## config.mk

```make
export PLATFORM = sky130hd
export DESIGN_NAME = sws_front
export DESIGN_NICKNAME = d
export VERILOG_FILES = /design/src/hdl/sws_pkg.sv /design/src/hdl/sws_front.sv
export SDC_FILE = /design/constraint.sdc
export NUM_CORES = 1
export LEC_CHECK = 0
export ABC_AREA = 1
export BUFFER_PORTS_ARGS = -buffer_cell sky130_fd_sc_hd__buf_2
export CORE_UTILIZATION = 45
export DETAILED_ROUTE_END_ITERATION = 8
export PLACE_DENSITY = 0.64
export SYNTH_ARGS = -nofsm -noshare
export SYNTH_HDL_FRONTEND = slang
export SYNTH_SLANG_ARGS = --single-unit
```

## constraint.sdc

```tcl
create_clock -name clk -period 3.5 [get_ports clk]
set_clock_uncertainty 0.15 [all_clocks]
set_input_delay 0.7 -clock clk [delete_from_list [all_inputs] [get_ports clk]]
set_output_delay 0.7 -clock clk [all_outputs]
set_load 0.1 [all_outputs]
```

## src/hdl/sws_pkg.sv

```systemverilog
`timescale 1ns / 1ps
// ----------------------------------------------------------------------------
// sws_pkg
// Shared types and codes of the segment waveform sequencer.
// ----------------------------------------------------------------------------
package sws_pkg;

	localparam int MASK_W    = 8;   // width of the level and active masks
	localparam int CHAN_IN_W = 8;   // width of the channel field
	localparam int CHAN_Q_W  = 3;   // channel index carried in a command
	localparam int CNT_Q_W   = 5;   // segment count carried in a command

	// action codes
	localparam logic [1:0] ACT_LOAD    = 2'd0;
	localparam logic [1:0] ACT_DISABLE = 2'd1;
	localparam logic [1:0] ACT_TICK    = 2'd2;

	// status codes
	localparam logic [2:0] ST_OK          = 3'd0;
	localparam logic [2:0] ST_BAD_CHANNEL = 3'd1;
	localparam logic [2:0] ST_TOO_MANY    = 3'd2;
	localparam logic [2:0] ST_BAD_REPEAT  = 3'd3;
	localparam logic [2:0] ST_BAD_SEGMENT = 3'd4;

	// command kinds between front and back
	localparam logic [1:0] CMD_NOP     = 2'd0;
	localparam logic [1:0] CMD_COMMIT  = 2'd1;
	localparam logic [1:0] CMD_DISABLE = 2'd2;
	localparam logic [1:0] CMD_TICK    = 2'd3;

	typedef struct packed {
		logic [1:0]  action;
		logic [7:0]  channel;
		logic [1:0]  level_code;
		logic [31:0] segment_duration;
		logic [31:0] repeat_count;
		logic        last_segment;
		logic [15:0] elapsed_time;
	} sws_in_t;

	typedef struct packed {
		logic [2:0] status;
		logic [7:0] levels;
		logic [7:0] active_mask;
	} sws_out_t;

	typedef struct packed {
		logic [1:0]          kind;
		logic [2:0]          status;
		logic [CHAN_Q_W-1:0] chan;
		logic [CNT_Q_W-1:0]  count;
		logic [31:0]         repeats;
		logic [15:0]         elapsed;
	} sws_cmd_t;

	typedef struct packed {
		logic        level;
		logic [31:0] duration;
	} sws_seg_t;

endpackage

```

## src/hdl/sws_front.sv

```systemverilog
`timescale 1ns / 1ps
// ----------------------------------------------------------------------------
// sws_front
// Accepts requests, stages segments, checks commits and queues commands.
// ----------------------------------------------------------------------------
module sws_front #(
	parameter int CHANNELS = 8,
	parameter int SEGMENTS = 16
) (
	input  logic                                   clk,
	input  logic                                   arst_n,
	input  logic                                   in_valid,
	output logic                                   in_ready,
	input  sws_pkg::sws_in_t                       in_data,
	output logic                                   push,
	output sws_pkg::sws_cmd_t                      push_cmd,
	input  logic                                   q_full,
	input  logic                                   commit_done,
	input  logic [(SEGMENTS > 1 ? $clog2(SEGMENTS) : 1)-1:0] stage_raddr,
	output sws_pkg::sws_seg_t                      stage_rdata
);
	import sws_pkg::*;

	localparam int IX_W = (SEGMENTS > 1) ? $clog2(SEGMENTS) : 1;
	localparam int CN_W = $clog2(SEGMENTS + 1);

	sws_seg_t        stage_q [SEGMENTS];
	logic [CN_W-1:0] count_q;
	logic            ovf_q;
	logic            bad_q;
	logic            pend_q;

	logic            take;
	logic            is_load;
	logic            room;
	logic            bad_now;
	logic            ovf_now;
	logic [CN_W-1:0] count_now;
	logic            chan_ok;
	logic            commit_ok;
	sws_cmd_t        cmd;

	assign in_ready = !q_full && !pend_q;
	assign take     = in_valid && in_ready;
	assign is_load  = (in_data.action == ACT_LOAD);
	assign room     = (count_q < CN_W'(SEGMENTS));
	assign bad_now  = bad_q || (in_data.level_code > 2'd1) || (in_data.segment_duration == '0);
	assign ovf_now  = ovf_q || !room;
	assign count_now = room ? count_q + CN_W'(1) : count_q;
	assign chan_ok  = (in_data.channel < CHAN_IN_W'(CHANNELS));

	always_comb begin
		cmd         = '0;
		cmd.kind    = CMD_NOP;
		cmd.status  = ST_OK;
		cmd.chan    = in_data.channel[CHAN_Q_W-1:0];
		cmd.count   = CNT_Q_W'(count_now);
		cmd.repeats = in_data.repeat_count;
		cmd.elapsed = in_data.elapsed_time;
		commit_ok   = 1'b0;
		unique case (in_data.action)
			ACT_LOAD: begin
				if (in_data.last_segment) begin
					if (!chan_ok) begin
						cmd.status = ST_BAD_CHANNEL;
					end else if (ovf_now) begin
						cmd.status = ST_TOO_MANY;
					end else if (in_data.repeat_count == '0) begin
						cmd.status = ST_BAD_REPEAT;
					end else if (bad_now) begin
						cmd.status = ST_BAD_SEGMENT;
					end else begin
						cmd.kind  = CMD_COMMIT;
						commit_ok = 1'b1;
					end
				end
			end
			ACT_DISABLE: begin
				if (chan_ok) begin
					cmd.kind = CMD_DISABLE;
				end else begin
					cmd.status = ST_BAD_CHANNEL;
				end
			end
			ACT_TICK: begin
				if (in_data.elapsed_time != '0) begin
					cmd.kind = CMD_TICK;
				end
			end
			default: begin
				cmd.kind = CMD_NOP;
			end
		endcase
	end

	assign push     = take;
	assign push_cmd = cmd;

	// staging store and its read port toward the back
	always_ff @(posedge clk) begin
		if (take && is_load && room) begin
			stage_q[count_q[IX_W-1:0]] <= '{level: in_data.level_code[0],
				duration: in_data.segment_duration};
		end
		stage_rdata <= stage_q[stage_raddr];
	end

	always_ff @(posedge clk or negedge arst_n) begin
		if (!arst_n) begin
			count_q <= '0;
			ovf_q   <= 1'b0;
			bad_q   <= 1'b0;
			pend_q  <= 1'b0;
		end else begin
			if (commit_done) begin
				pend_q <= 1'b0;
			end
			if (take && is_load) begin
				if (in_data.last_segment) begin
					count_q <= '0;
					ovf_q   <= 1'b0;
					bad_q   <= 1'b0;
					pend_q  <= commit_ok;
				end else begin
					count_q <= count_now;
					ovf_q   <= ovf_now;
					bad_q   <= bad_now;
				end
			end
		end
	end

endmodule

```

==> summary.txt <==
Run status
  – Status: finished, final reports clean

Placed design
  – GPL Wtd Cong: 0.883
  – IO Port Bufs: 191
  – Placed Area: 24300 µm²
  – DP Cell Count: 2529
  – DPL Wire Length: 28000 µm

Worst setup path
  – Worst setup SP type: input port
  – Critical-path cell list: buf_2 > nor2_1 > nand2_1 > nor2_1 > nand2_1 > o21a_1 > nand3b_1 > nand2_1 > buf_2
  – Crit path capture type: output port
  – Buf/Inv on CP: 2
  – Worst EP arrival: 2.33 ns
  – CP peak stage delay: 0.42 ns
  – Critical path's slowest cell: nor2_1
  – Critical Path Most Common Cell: nand2_1
  – Critical Path RT: 2.65 ns
  – Kind of critical path: input port to output port
  – Critical path's top delay family: simple AND/OR/NAND/NOR gates
  – CP Max Fanout: 4

Min path
  – Hold crit path type: input port to flip-flop

Clock tree
  – Clock Sinks: 569
  – H-tree depth: 2
  – Setup bufs post-CTS: 0
  – Root Driver: clkbuf_16
  – Longest Clk Path Bufs: 3
  – Clk_lat worst skew: 0.60 ns
  – Clock Pin Slew Worst Setup and Hold Paths: 0.06 ns
  – Total CTS buffers: 57
  – CTS tree: done

Logic synthesis
  – Mapped Avg Cell Area: 12.6 µm²
  – Synth Area in Compound Gates: 0.111
  – Synth warn: 0
  – Sequential area share after synthesis: 0.741
  – Mapped cell area: 22500 µm²
  – Largest family of logic cells by synthesized area: compound AO/OA/AOI/OAI gates
  – Post-Synth XOR/XNOR Area: 0.000777
  – Netlist cell types: 28
  – Post-Syn Instances: 1783
  – Fraction of the mapped netlist area in adder cells: 0.00222
  – #FFs+latches synth: 569
  – Synthesized net count: 1889
  – Simple-Gate Fraction of Synth Area: 0.104
  – Multiplexer area fraction after synthesis: 0

STA
  – Period utilisation layout: 0.908
  – Slew Viols, Final: 0
  – Tmin final: 3.18 ns
  – Worst slew margin: 0.543
  – RSZ-0062 raised after global routing: no
  – Slew @ Worst Pin: 0.685 ns
  – # setup viols final: 0
  – Setup TNS: 0 ns
  – Fmax: 315 MHz
  – Hold Violations, Final: 0

Detailed routing
  – Routed WL per cell: 21.2 µm
  – Routed via count: 14500
  – Routed Antenna Nets: 0
  – First-pass DRT Iterations: 7
  – Detailed Route WL: 55900 µm
  – Drt drc: 0
  – Initial DRC Count: 1452
  – Vias/cell: 5.50

Floorplan
  – Core area: 49200 µm²
  – Num rows: 81
  – Chip Height: 226 µm
  – Die X: 226 µm
  – Die Area: 51000 µm²
  – Initial cell density of the core: 0.459
  – Ports: 198

Layout
  – Share of cells above drive strength 1: 0.172
  – Nets@finish: 2031
  – Fin area: 26200 µm²
  – Post-Layout Cell Count: 2640
  – # fillers: 4069
  – Area delta synth->final: 16.0%

Power and ir drop
  – Pwr/cell area: 575 nW/µm²
  – Leakage: 8.83 nW
  – Peak supply drop: 0.000382 V

Flow run
  – Max_cap viols: 0

Global route
  – Initial antenna violation count: 3
  – Vias in the first global route: 14000
  – Largest net degree at the start of global routing: 141
  – First-pass GRT wire length: 83400 µm
  – GRT Util Overall: 0.221
  – Grt ovf: 0
## power by group
group | leakage, nW | internal [mW] | total (mW) | switching (mW)
sequential | 5.13 | 7.52 | 7.55 | 0.0390
clock | 0.885 | 3.36 | 5.84 | 2.48
combinational | 2.82 | 0.316 | 1.64 | 1.32
total | 8.83 | 11.2 | 15.0 | 3.84
## Yosys cell counts (all sizes together)
| library cell | n | area (µm²) |
|---|---|---|
| o21ai | 296 | 1480 |
| a22oi | 1 | 7.51 |
| o31ai | 1 | 7.51 |
| nor3b | 1 | 12.5 |
| nand2 | 77 | 289 |
| nor3 | 3 | 15.0 |
| ha | 4 | 50.1 |
| inv | 15 | 56.3 |
| buf | 108 | 663 |
| nor2 | 465 | 1750 |
| nor4 | 4 | 25.0 |
| edfxtp | 528 | 15900 |
| clkbuf | 51 | 191 |
| nand3 | 48 | 240 |
| dfxtp | 33 | 661 |
| dfrtp | 8 | 200 |
| clkinv | 1 | 3.75 |
| o22ai | 1 | 6.26 |
| nand3b | 1 | 7.51 |
| o21a | 1 | 7.51 |
| nand4 | 2 | 12.5 |
| xor2 | 2 | 17.5 |
| o211ai | 132 | 991 |
## kinds of logic (layout without fill, tap and decap cells)
family | count (synthesis) | after routing
AOI/OAI and AO/OA | 432 | 432
xor gates and xnor gates | 2 | 2
adders and majority gates | 4 | 4
buffers and inverters | 175 | 365
DFF | 569 | 569
other | 0 | 3
and+or+nand+nor | 601 | 601
## layer usage
layer	wire, µm	vias to the layer above	track usage
met5	13	-	0
met4	1460	2	0.0685
met3	4130	96	0.0372
met2	26700	579	0.366
met1	23600	7117	0.298
li1	-	6716	-
## final timing paths
kind                              from               to  slack (ns)  depth (start not counted)
max                        in_data[72]     push_cmd[59]        0.32                          9
min in group asynchronous       arst_n       count_q[1]        0.36                          2
min reg2reg                      bad_q            bad_q        0.34                          2
max in group asynchronous       arst_n       count_q[4]        2.67                          2
min                        in_data[71]   stage_q[5][22]        0.15                          1
max reg2reg                     pend_q  stage_q[13][29]        0.97                          6
## per-stage QoR
stage	setup slack (ns)	utilization	power (mW)	hold WS (ns)
2_1_floorplan	-0.269	-	8.93	0.254
6_report	0.323	0.532	15.0	0.154
5_1_grt	0.253	0.532	15.5	0.143
3_3_place_gp	0.320	0.495	9.32	0.322
4_1_cts	0.354	0.532	15.1	0.124
3_5_place_dp	0.361	0.495	9.34	0.324
## registers in the layout (all words and copies together), names as in the netlist
signal and flops:
stage_q 528, stage_rdata 33, count_q 5, bad_q 1, ovf_q 1, pend_q 1
## repair_timing
action,CTS,global route
gates resized for setup,0,0
hold endpoints to repair,8,0
endpoints found under the setup margin,0,0
hold buffers,1,0
## area by class of cell
cell class | count | area (µm²) | share of cell area
clock inverter | 24 | 175 | 0.00670
antenna | 3 | 7.51 | 0.000287
sequential | 569 | 16700 | 0.639
clock buffer | 83 | 1630 | 0.0622
tap | 664 | 831 | 0.0318
timing repair buffer | 242 | 1680 | 0.0644
inverter | 16 | 67.6 | 0.00258
multi-input combinational | 1039 | 5040 | 0.193
## placed cells by master (no fill, tap or decap), drive strengths merged
cell and count:
o31ai 1, nor4 4, nor2 465, xor2 2, nand3 48, dfxtp 33
nor3b 1, edfxtp 528, clkinv 23, nor3 3, bufinv 2, buf 241
dfrtp 8, o21ai 296, dlygate4sd3 1, diode 3, clkbuf 83, ha 4
nand2 77, o211ai 132, a22oi 1, o21a 1, inv 15, nand4 2
nand3b 1, o22ai 1
No activity file was read; power rests on OpenSTA's default activity.
