**config.mk**
```make
export PLATFORM = sky130hd
export DESIGN_NAME = sws_queue
export DESIGN_NICKNAME = d
export VERILOG_FILES = /design/src/hdl/sws_pkg.sv /design/src/hdl/sws_queue.sv
export SDC_FILE = /design/constraint.sdc
export NUM_CORES = 1
export LEC_CHECK = 0
export BUFFER_PORTS_ARGS = -buffer_cell sky130_fd_sc_hd__buf_2
export CAP_MARGIN = 20
export CORE_UTILIZATION = 25
export DETAILED_ROUTE_END_ITERATION = 12
export SLEW_MARGIN = 5
export SYNTH_ARGS = -nofsm -noshare
export SYNTH_HDL_FRONTEND = slang
export SYNTH_SLANG_ARGS = --single-unit
```
**constraint.sdc**
```tcl
create_clock -name clk -period 2.7 [get_ports clk]
set_clock_uncertainty 0.1 [all_clocks]
set_input_delay 0.54 -clock clk [delete_from_list [all_inputs] [get_ports clk]]
set_output_delay 0.54 -clock clk [all_outputs]
set_load 0.05 [all_outputs]
```
**src/hdl/sws_pkg.sv**
```systemverilog
`timescale 1ns / 1ps
// ----------------------------------------------------------------------------
// sws_pkg
// Shared types and codes of the segment waveform sequencer.
// ----------------------------------------------------------------------------
package sws_pkg;

	localparam int MASK_W    = 8;   // width of the level and active masks
	localparam int CHAN_IN_W = 8;   // width of the channel field
	localparam int CHAN_Q_W  = 3;   // channel index carried in a command
	localparam int CNT_Q_W   = 5;   // segment count carried in a command

	// action codes
	localparam logic [1:0] ACT_LOAD    = 2'd0;
	localparam logic [1:0] ACT_DISABLE = 2'd1;
	localparam logic [1:0] ACT_TICK    = 2'd2;

	// status codes
	localparam logic [2:0] ST_OK          = 3'd0;
	localparam logic [2:0] ST_BAD_CHANNEL = 3'd1;
	localparam logic [2:0] ST_TOO_MANY    = 3'd2;
	localparam logic [2:0] ST_BAD_REPEAT  = 3'd3;
	localparam logic [2:0] ST_BAD_SEGMENT = 3'd4;

	// command kinds between front and back
	localparam logic [1:0] CMD_NOP     = 2'd0;
	localparam logic [1:0] CMD_COMMIT  = 2'd1;
	localparam logic [1:0] CMD_DISABLE = 2'd2;
	localparam logic [1:0] CMD_TICK    = 2'd3;

	typedef struct packed {
		logic [1:0]  action;
		logic [7:0]  channel;
		logic [1:0]  level_code;
		logic [31:0] segment_duration;
		logic [31:0] repeat_count;
		logic        last_segment;
		logic [15:0] elapsed_time;
	} sws_in_t;

	typedef struct packed {
		logic [2:0] status;
		logic [7:0] levels;
		logic [7:0] active_mask;
	} sws_out_t;

	typedef struct packed {
		logic [1:0]          kind;
		logic [2:0]          status;
		logic [CHAN_Q_W-1:0] chan;
		logic [CNT_Q_W-1:0]  count;
		logic [31:0]         repeats;
		logic [15:0]         elapsed;
	} sws_cmd_t;

	typedef struct packed {
		logic        level;
		logic [31:0] duration;
	} sws_seg_t;

endpackage

```
**src/hdl/sws_queue.sv**
```systemverilog
`timescale 1ns / 1ps
// ----------------------------------------------------------------------------
// sws_queue
// Four-entry command queue between the front and the back.
// ----------------------------------------------------------------------------
module sws_queue (
	input  logic              clk,
	input  logic              arst_n,
	input  logic              push,
	input  sws_pkg::sws_cmd_t push_cmd,
	output logic              full,
	input  logic              pop,
	output logic              empty,
	output sws_pkg::sws_cmd_t head
);
	import sws_pkg::*;

	sws_cmd_t   mem_q [4];
	logic [1:0] wr_q;
	logic [1:0] rd_q;
	logic [2:0] cnt_q;

	assign full  = (cnt_q == 3'd4);
	assign empty = (cnt_q == 3'd0);
	assign head  = mem_q[rd_q];

	always_ff @(posedge clk) begin
		if (push) begin
			mem_q[wr_q] <= push_cmd;
		end
	end

	always_ff @(posedge clk or negedge arst_n) begin
		if (!arst_n) begin
			wr_q  <= '0;
			rd_q  <= '0;
			cnt_q <= '0;
		end else begin
			if (push) begin
				wr_q <= wr_q + 2'd1;
			end
			if (pop) begin
				rd_q <= rd_q + 2'd1;
			end
			cnt_q <= cnt_q + {2'b0, push} - {2'b0, pop};
		end
	end

endmodule

```
==> flow_summary_export.csv, run 1 <==
group,metric,value,unit
run_status,outcome,"completed",
sta,fmax,374,MHz
sta,final-setup-viol-count,0,
cells_and_area,antenna-diode-count,0,
sta,rsz0062_at_grt,"yes",
routing,finalWirelength,18800,um
worst_setup_path,critical-path-max-stage-delay,0.52,ns
cells_and_area,post_route_cells_drive_above_1_share,47.2,%
cells_and_area,final_cell_count_no_fill,1010,
global_route,antenna_violations_before_repair,1,
sta,worst_slew_margin_rel,65.7,%
pwr,worst_case_vdd_ir_drop,639,uV
synth,yosys.cell_types.count,17,
worst_setup_path,worstPathBufferInverterCount,3,
cells_and_area,post_layout_inst_area,12000,um2
sta,shortest_clock_period_the_worst_path_allows_after_layout,2.67,ns
clock_network,cts_buffer_depth,3,
synth,synth_cells,353,
worst_setup_path,crit_type,"register to output pin",
global_route,grt_pass1_vias,4526,
floorplan,die_width,195,um
synth,yosys_warnings,0,
worst_setup_path,crit_start_category,"register",
synth,synth_top_area_cell,"sky130_fd_sc_hd__edfxtp_1",
worst_setup_path,ordered_cell_list_for_the_critical_path,"buf_6 -> clkbuf_16 -> mux4_2 -> buf_6",
routing,dr.first_iter.drc_count,179,
worst_setup_path,path_common_cell,"sky130_fd_sc_hd__buf_6",
floorplan,die_area,37800,um2
worst_setup_path,cp_capture_type,"output pin",
clock_network,root_buffer,"sky130_fd_sc_hd__clkbuf_16",
synth,post_synth_instance_area,9260,um2
synth,synth_area_per_cell,26.2,um2
cells_and_area,finalCoreUtilization,32.9,%
global_route,wire_length_of_the_first_global_routing_pass,27700,um
synth,synth-seq-cells,251,
synth,synth.top_cells.by_area,"sky130_fd_sc_hd__edfxtp_1 (79%), sky130_fd_sc_hd__mux4_2 (14%), sky130_fd_sc_hd__dfrtp_1 (1.9%)",
routing,avgRoutedWirePerCell,18.7,um
sta,finalCritPeriodShare,98.9,%
routing,detailedRoute.firstPassIterationCount,4,
floorplan,core,36500,um2
sta,finalHoldViolCount,0,
min_path,hold_class,"primary input to register",
clock_network,tritoncts,"built",
cells_and_area,fillCellCount,3426,
clock_network,clock_tree.htree_level_count,1,
pwr,power.static_leakage,4.11,nW
clock_network,worst_skew_pair.late_latency,0.54,ns
sta,slew_violations,0,
synth,yosysTopAreaCellShare,79.1,%
pwr,design_power_total,15.7,mW
routing,detailroute.via_count,4169,
global_route,grt_start_max_net_pins,32,
placed_design,place_area,10500,um2
worst_setup_path,path_delay_family,"multiplexers",
placed_design,placed_cells,946,
cells_and_area,num-nets-final,593,
worst_setup_path,crit_path_max_fanout,8,
cells_and_area,area.growth.synth_to_final,29.6,%
flow_run,max_cap_violations,0,
floorplan,core.rowCount,70,
synth,yosysSeqAreaShare,81.0,%
placed_design,dpl.hpwl,10700,um
worst_setup_path,crit_required,2.06,ns
sta,tightestPinTransition,0.515,ns
floorplan,starting_density_of_the_core,25.4,%
global_route,grt_overflow_total,0,
routing,final_antenna_net_count,0,
placed_design,portBuffers,127,
clock_network,clkSinkCount,251,
worst_setup_path,arrival_time_at_the_worst_endpoint,2.03,ns
worst_setup_path,slowest_cell_on_crit_path,"sky130_fd_sc_hd__mux4_2",
clock_network,total_clock_buffers_created_by_cts,28,
placed_design,place_congestion,0.655,
routing,via_per_inst,4.13,
synth,synth_fp_nets,425,
global_route,groute.usage.overall,9.78,%
floorplan,die_h,195,um
clock_network,clk_pin_slew,0.06,ns
floorplan,boundaryPins,128,
routing,drcViolationCount,0,
pwr,power.density,1310,nW/um2
==> cell usage in the layout, fill, tap and decap left out, drive strengths merged, types with 2 or more instances in the layout <==
master and count:
buf 149, clkinvlp 2, ha 6, bufinv 2
xor2 3, nand2 2, mux4 61, xnor2 2
clkinv 10, and2 4, edfxtp 244, dfrtp 7
inv 8, clkbuf 37
==> power by group <==
group,internal (mW),leakage [nW],switching [mW]
Combinational,2.73,1.36,4.00
Clock,2.15,0.425,1.46
Sequential,5.11,2.32,0.233
==> registers in the layout, indices dropped and copies added, names as in the netlist <==
| name | count |
|---|---|
| rd_q | 2 |
| mem_q | 244 |
| cnt_q | 3 |
| wr_q | 2 |
==> final timing paths <==
path                                     start                     end  slack [ns]  depth (start not counted)
max                        rd_q[0]$_DFFE_PN0P_                 head[8]        0.03                          4
min                               push_cmd[57]  mem_q[0][57]$_DFFE_PP_        0.11                          1
max reg2reg                wr_q[0]$_DFFE_PN0P_  mem_q[0][40]$_DFFE_PP_        0.91                          4
min reg2reg                wr_q[0]$_DFFE_PN0P_     wr_q[0]$_DFFE_PN0P_        0.43                          1
max in group asynchronous               arst_n     rd_q[1]$_DFFE_PN0P_        2.04                          2
min in group asynchronous               arst_n     rd_q[0]$_DFFE_PN0P_        0.27                          2
==> timing repair <==
item | CTS | global route
resized for setup | 97 | 48
buffers inserted | 6 | 0
endpoints found under the setup margin | 61 | 58
hold buffers | 1 | 0
cloned | 4 | 2
hold endpoints to repair | 7 | 0
==> through the flow <==
step                      TNS (ns)  setup slack (ns)  hold WS [ns]
after floorplan                  0             0.116         0.144
after global placement           0             0.490         0.294
after detailed placement         0             0.474         0.293
after CTS                   -0.952           -0.0617        0.0756
after global routing         -1.37           -0.0600        0.0826
final                            0            0.0289         0.110
==> layer usage <==
metal	vias to the layer above	share of wire (%)	routed length, um	global-route usage (%)
met1	2161	42	7980	11.9
met4	2	2.2	416	2.67
met2	121	48	9050	16.3
met3	37	7.3	1370	3.56
met5	-	0.069	13	0
li1	1848	-	-	-
==> Yosys cell counts (all sizes together) <==
library cell    n
edfxtp        244
mux4           61
buf            14
dfrtp           7
ha              6
inv             6
and2            4
xor2            3
nand2           2
xnor2           2
and3            1
fa              1
nor3            1
o21ai           1
==> logic make-up (layout without fill, tap and decap cells) <==
group	count (synthesis)	in the layout	synth area share, %
adder cells (fa/ha/maj)	7	7	1.03
AO/OA/AOI/OAI	1	1	0.0540
buffers and inverters	20	209	2.04
multiplexers	61	61	15.0
XOR/XNOR	5	5	0.473
AND/OR/NAND/NOR	8	8	0.473
flip-flops	251	251	81.0
==> layout make-up <==
class / count / area [um2] / area share, %
Timing Repair Buffer: 152 / 1440 / 12.0
Inverter: 6 / 22.5 / 0.188
Sequential cell: 251 / 7510 / 62.5
Tap cell: 468 / 586 / 4.88
Clock inverter: 16 / 134 / 1.11
Multi-Input combinational cell: 82 / 1570 / 13.1
Clock buffer: 35 / 748 / 6.23
Note: power is estimated with default switching activity, not from simulation.
==> inputs of run 2 (changes only) <==
--- a/config.mk
+++ b/config.mk
@@ -9,6 +9,7 @@
 export CAP_MARGIN = 20
 export CORE_UTILIZATION = 25
 export DETAILED_ROUTE_END_ITERATION = 12
+export MAX_ROUTING_LAYER = met4
 export SLEW_MARGIN = 5
 export SYNTH_ARGS = -nofsm -noshare
 export SYNTH_HDL_FRONTEND = slang
==> flow_summary_export.csv, run 2 (same netlist as run 1, synthesis figures left out) <==
group,metric,value,unit
cells_and_area,most-common-layout-cells,"sky130_fd_sc_hd__edfxtp_1 (244), sky130_fd_sc_hd__buf_2 (67), sky130_fd_sc_hd__mux4_2 (61), sky130_fd_sc_hd__buf_6 (59), sky130_fd_sc_hd__clkbuf_16 (31)",
worst_setup_path,path_delay_family,"multiplexers",
placed_design,place_area,10500,um2
cells_and_area,largest_register_ffs,244,
worst_setup_path,cp_capture_type,"output pin",
min_path,holdPathStages,1,
run_status,outcome,"completed",
flow_run,max_cap_violations,0,
cells_and_area,fillCellCount,3425,
sta,slew_violations,0,
sta,tightestPinTransition,0.516,ns
worst_setup_path,crit_path_max_fanout,8,
pwr,power.density,1310,nW/um2
cells_and_area,post_layout_inst_area,12000,um2
floorplan,die_h,195,um
worst_setup_path,reg2regPathDepth,4,
global_route,grt_start_max_net_pins,32,
cells_and_area,reg.largest.list,"mem_q (244), cnt_q (3)",
worst_setup_path,slowest_cell_on_crit_path,"sky130_fd_sc_hd__mux4_2",
clock_network,total_clock_buffers_created_by_cts,28,
sta,finalHoldViolCount,0,
floorplan,die_area,37800,um2
sta,rsz0062_at_grt,"yes",
min_path,hold-path-endpoint,"mem_q[0][57]$_DFFE_PP_",
routing,finalWirelength,18900,um
worst_setup_path,worstSetupStartpoint,"rd_q[0]$_DFFE_PN0P_",
cells_and_area,post_route_cells_drive_above_1_share,47.2,%
placed_design,portBuffers,127,
cells_and_area,num-nets-final,593,
floorplan,boundaryPins,128,
global_route,grt_pass1_vias,4544,
sta,finalCritPeriodShare,99.0,%
worst_setup_path,crit_required,2.06,ns
worst_setup_path,worstPathBufferInverterCount,3,
min_path,hold_class,"primary input to register",
worst_setup_path,ordered_cell_list_for_the_critical_path,"buf_6 -> clkbuf_16 -> mux4_2 -> buf_6",
pwr,worst_case_vdd_ir_drop,640,uV
cells_and_area,registers.top_by_ff_count,"mem_q",
sta,shortest_clock_period_the_worst_path_allows_after_layout,2.67,ns
worst_setup_path,r2r-end,"mem_q[0][40]$_DFFE_PP_",
clock_network,tritoncts,"built",
global_route,grt_overflow_total,0,
floorplan,core,36500,um2
worst_setup_path,reg2reg_from,"wr_q[0]$_DFFE_PN0P_",
worst_setup_path,arrival_time_at_the_worst_endpoint,2.03,ns
clock_network,clock_tree.htree_level_count,1,
clock_network,root_buffer,"sky130_fd_sc_hd__clkbuf_16",
routing,via_per_inst,4.13,
sta,finalSetupTns,0,ns
routing,avgRoutedWirePerCell,18.7,um
routing,dr.first_iter.drc_count,171,
worst_setup_path,reg2reg_slack,0.90,ns
routing,final_antenna_net_count,0,
global_route,groute.usage.overall,10.1,%
min_path,hold_path_startpoint,"push_cmd[57]",
cells_and_area,layout_commonest_cell,"sky130_fd_sc_hd__edfxtp_1",
floorplan,core.rowCount,70,
placed_design,dpl.hpwl,10700,um
global_route,antenna_violations_before_repair,1,
sta,final-setup-viol-count,0,
sta,fmax,374,MHz
worst_setup_path,path_common_cell,"sky130_fd_sc_hd__buf_6",
routing,detailroute.via_count,4172,
placed_design,place_congestion,0.661,
worst_setup_path,critical-path-max-stage-delay,0.53,ns
cells_and_area,total_area_of_multi_input_combinational_cells,1570,um2
routing,detailedRoute.firstPassIterationCount,4,
worst_setup_path,crit_start_category,"register",
routing,drcViolationCount,0,
clock_network,cts_buffer_depth,3,
worst_setup_path,crit_type,"register to output pin",
sta,hold_slack,0.109,ns
floorplan,starting_density_of_the_core,25.4,%
cells_and_area,finalCoreUtilization,32.9,%
pwr,power.static_leakage,4.11,nW
clock_network,clkSinkCount,251,
cells_and_area,final-seq-area,7510,um2
clock_network,clk_pin_slew,0.06,ns
clock_network,worst_skew_pair.late_latency,0.54,ns
global_route,wire_length_of_the_first_global_routing_pass,27600,um
cells_and_area,area.growth.synth_to_final,29.7,%
sta,worst_slew_margin_rel,65.6,%
floorplan,die_width,195,um
run 2: changes by cell type in the layout (fill, tap and decap cells not counted):
cell	previous run	this run
sky130_fd_sc_hd__diode_2	0	1
run 2: report_power, final:
part	total [mW]	leakage (nW)	internal, mW	switching (mW)
combinational	6.73	1.36	2.73	4.01
sequential	5.34	2.32	5.11	0.236
clock	3.61	0.425	2.15	1.47
total	15.7	4.11	9.98	5.71
run 2: worst max-delay path by stage:
stage,end,slack (ns),cells after the start
global route,head[8],-0.06,4
global placement,head[22],0.49,3
finish,head[8],0.03,4
CTS,head[0],-0.06,4
floorplan,mem_q[2][0]$_DFFE_PP_,0.12,3
detailed placement,head[22],0.47,3
run 2: stage by stage:
stage               instances  total power [mW]  setup WS [ns]
global placement          946              10.8          0.490
floorplan                 353              9.67          0.116
detailed placement        946              10.8          0.474
finish                   1011              15.7         0.0266
global route             1011              16.4        -0.0600
CTS                      1008              15.6        -0.0617
run 2: final cells by class:
class                           instances  share of cell area (%)
Clock inverter                         16                    1.11
Inverter                                6                   0.188
Clock buffer                           35                    6.23
Timing Repair Buffer                  152                    12.0
Multi-Input combinational cell         82                    13.1
Tap cell                              468                    4.88
Sequential cell                       251                    62.5
Antenna cell                            1                  0.0208
run 2: repair_timing:
action | CTS | global route
resized for setup | 97 | 48
cloned | 4 | 2
hold endpoints to repair | 7 | 0
pin swaps | 0 | 0
buffers inserted | 6 | 0
hold buffers | 1 | 0
endpoints found under the setup margin | 61 | 58
run 2: metal layers:
layer | part of all wire, % | vias to the layer above | track usage (%)
li1 | - | 1852 | -
met1 | 43 | 2163 | 11.9
met3 | 6.9 | 35 | 3.37
met5 | 0 | - | -
met2 | 48 | 122 | 16.4
met4 | 2.2 | 0 | 2.67
==> inputs of run 3 (changes only) <==
--- a/config.mk
+++ b/config.mk
@@ -7,6 +7,7 @@
 export LEC_CHECK = 0
 export BUFFER_PORTS_ARGS = -buffer_cell sky130_fd_sc_hd__buf_2
 export CAP_MARGIN = 20
+export CORE_MARGIN = 5
 export CORE_UTILIZATION = 25
 export DETAILED_ROUTE_END_ITERATION = 12
 export MAX_ROUTING_LAYER = met4
==> constraint.sdc (replaced) <==
create_clock -name clk -period 2.7 [get_ports clk]
set_clock_uncertainty 0.1 [all_clocks]
set_input_delay 0.81 -clock clk [delete_from_list [all_inputs] [get_ports clk]]
set_output_delay 0.81 -clock clk [all_outputs]
set_load 0.05 [all_outputs]
==> flow_summary_export.csv, run 3 (same netlist as run 1, synthesis figures left out) <==
group,metric,value,unit
floorplan,die_h,203,um
pwr,power.density,1310,nW/um2
cells_and_area,registers.top_by_ff_count,"mem_q",
global_route,antenna_violations_before_repair,2,
worst_setup_path,arrival_time_at_the_worst_endpoint,2.03,ns
cells_and_area,layout_commonest_cell,"sky130_fd_sc_hd__edfxtp_1",
floorplan,core,36600,um2
pwr,worst_case_vdd_ir_drop,722,uV
clock_network,tritoncts,"built",
sta,finalSetupTns,-11.94,ns
sta,rsz0062_at_grt,"yes",
floorplan,core.rowCount,70,
routing,avgRoutedWirePerCell,18.9,um
floorplan,boundaryPins,128,
floorplan,die_width,203,um
sta,fmax,340,MHz
clock_network,clkSinkCount,251,
placed_design,portBuffers,127,
cells_and_area,num-nets-final,594,
floorplan,die_area,41000,um2
worst_setup_path,crit_required,1.79,ns
routing,detailroute.via_count,4182,
sta,shortest_clock_period_the_worst_path_allows_after_layout,2.94,ns
sta,tightestPinTransition,0.304,ns
global_route,grt_pass1_vias,4627,
global_route,wire_length_of_the_first_global_routing_pass,28500,um
routing,dr.first_iter.drc_count,207,
clock_network,clock_tree.htree_level_count,1,
pwr,power.static_leakage,4.12,nW
routing,via_per_inst,4.13,
min_path,hold_path_startpoint,"push_cmd[53]",
clock_network,cts_buffer_depth,3,
placed_design,place_area,10600,um2
routing,drcViolationCount,0,
routing,detailedRoute.firstPassIterationCount,4,
clock_network,total_clock_buffers_created_by_cts,29,
flow_run,max_cap_violations,0,
sta,slew_violations,0,
sta,postLayoutSetupSlackWorst,-0.238,ns
worst_setup_path,reg2reg_from,"wr_q[0]$_DFFE_PN0P_",
routing,final_antenna_net_count,0,
global_route,grt_overflow_total,0,
clock_network,clk_pin_slew,0.06,ns
cells_and_area,finalCoreUtilization,32.9,%
global_route,groute.usage.overall,9.39,%
worst_setup_path,cp_capture_type,"output pin",
cells_and_area,largest_register_ffs,244,
clock_network,worst_skew_pair.late_latency,0.54,ns
worst_setup_path,worstSetupStartpoint,"rd_q[0]$_DFFE_PN0P_",
cells_and_area,reg.largest.list,"mem_q (244), cnt_q (3)",
worst_setup_path,crit_path_max_fanout,10,
worst_setup_path,crit_type,"register to output pin",
cells_and_area,post_route_cells_drive_above_1_share,48.1,%
sta,final-setup-viol-count,61,
sta,worst_slew_margin_rel,79.7,%
routing,finalWirelength,19200,um
sta,finalCritPeriodShare,109,%
run_status,outcome,"complete, but fails checks",
placed_design,place_congestion,0.633,
cells_and_area,area.growth.synth_to_final,30.2,%
clock_network,root_buffer,"sky130_fd_sc_hd__clkbuf_16",
global_route,grt_start_max_net_pins,33,
placed_design,dpl.hpwl,11500,um
min_path,hold_class,"primary input to register",
sta,hold_slack,0.384,ns
cells_and_area,post_layout_inst_area,12100,um2
run_status,violations,"negative setup slack",
cells_and_area,most-common-layout-cells,"sky130_fd_sc_hd__edfxtp_1 (244), sky130_fd_sc_hd__buf_2 (66), sky130_fd_sc_hd__mux4_2 (61), sky130_fd_sc_hd__buf_6 (58), sky130_fd_sc_hd__clkbuf_16 (31)",
floorplan,starting_density_of_the_core,25.3,%
worst_setup_path,crit_start_category,"register",
pwr,design_power_total,15.8,mW
sta,finalHoldViolCount,0,
-- run 3: changes by cell type in the layout (fill, tap and decap cells not counted), moves of 2 or more --
cell	delta
sky130_fd_sc_hd__buf_4	-3
sky130_fd_sc_hd__clkinv_2	+2
sky130_fd_sc_hd__clkbuf_1	-4
sky130_fd_sc_hd__buf_16	-5
sky130_fd_sc_hd__buf_12	+10
-- run 3: path summary, 6_finish.rpt --
kind	endpoint	cells past startpoint	slack, ns
worst max-delay path	head[25]	4	-0.24
worst min-delay path	mem_q[1][53]$_DFFE_PP_	1	0.38
min in group asynchronous	cnt_q[2]$_DFF_PN0_	2	0.54
worst min register to register	wr_q[0]$_DFFE_PN0P_	1	0.44
max in group asynchronous	rd_q[0]$_DFFE_PN0P_	2	1.76
worst max register to register	mem_q[0][40]$_DFFE_PP_	4	1.00
-- run 3: per-stage QoR --
stage | setup WS (ns) | instances
floorplan | 0.306 | 353
global placement | 0.206 | 950
detailed placement | 0.228 | 950
CTS | -0.323 | 1011
global route | -0.308 | 1013
finish | -0.238 | 1013
-- run 3: repair_timing --
item | CTS | global route
endpoints found under the hold margin | 7 | 0
setup endpoints to repair | 61 | 61
gates resized for setup | 130 | 6
cloned | 3 | 2
hold buffers | 1 | 0
setup buffers | 5 | 1
-- run 3: layout make-up --
class,instances,area (um2)
Antenna cell,2,5.00
Clock buffer,31,733
Clock inverter,21,173
Fill cell,3449,24500
Inverter,6,22.5
Multi-Input combinational cell,82,1570
Sequential cell,251,7510
Tap cell,468,586
Timing Repair Buffer,152,1460
-- run 3: power by group --
part           internal (mW)  total (mW)  switching (mW)  leakage (nW)
sequential              5.10        5.29           0.182          2.32
combinational           2.73        6.79            4.07          1.36
clock                   2.16        3.69            1.53         0.443
total                   9.99        15.8            5.78          4.12
-- run 3: critical path, cell delays in order (launching register included) --
cell and delay [ns]:
sky130_fd_sc_hd__dfrtp_4 0.42, sky130_fd_sc_hd__buf_12 0.17, sky130_fd_sc_hd__buf_12 0.17, sky130_fd_sc_hd__mux4_2 0.54
sky130_fd_sc_hd__buf_8 0.17
-- run 3: per-layer routing --
layer	part of all wire, %	GRT usage [%]	up-vias
li1	-	-	1855
met1	43	11.8	2177
met2	47	14.7	120
met3	7.9	3.07	30
met4	2.1	2.72	0
met5	0	-	-
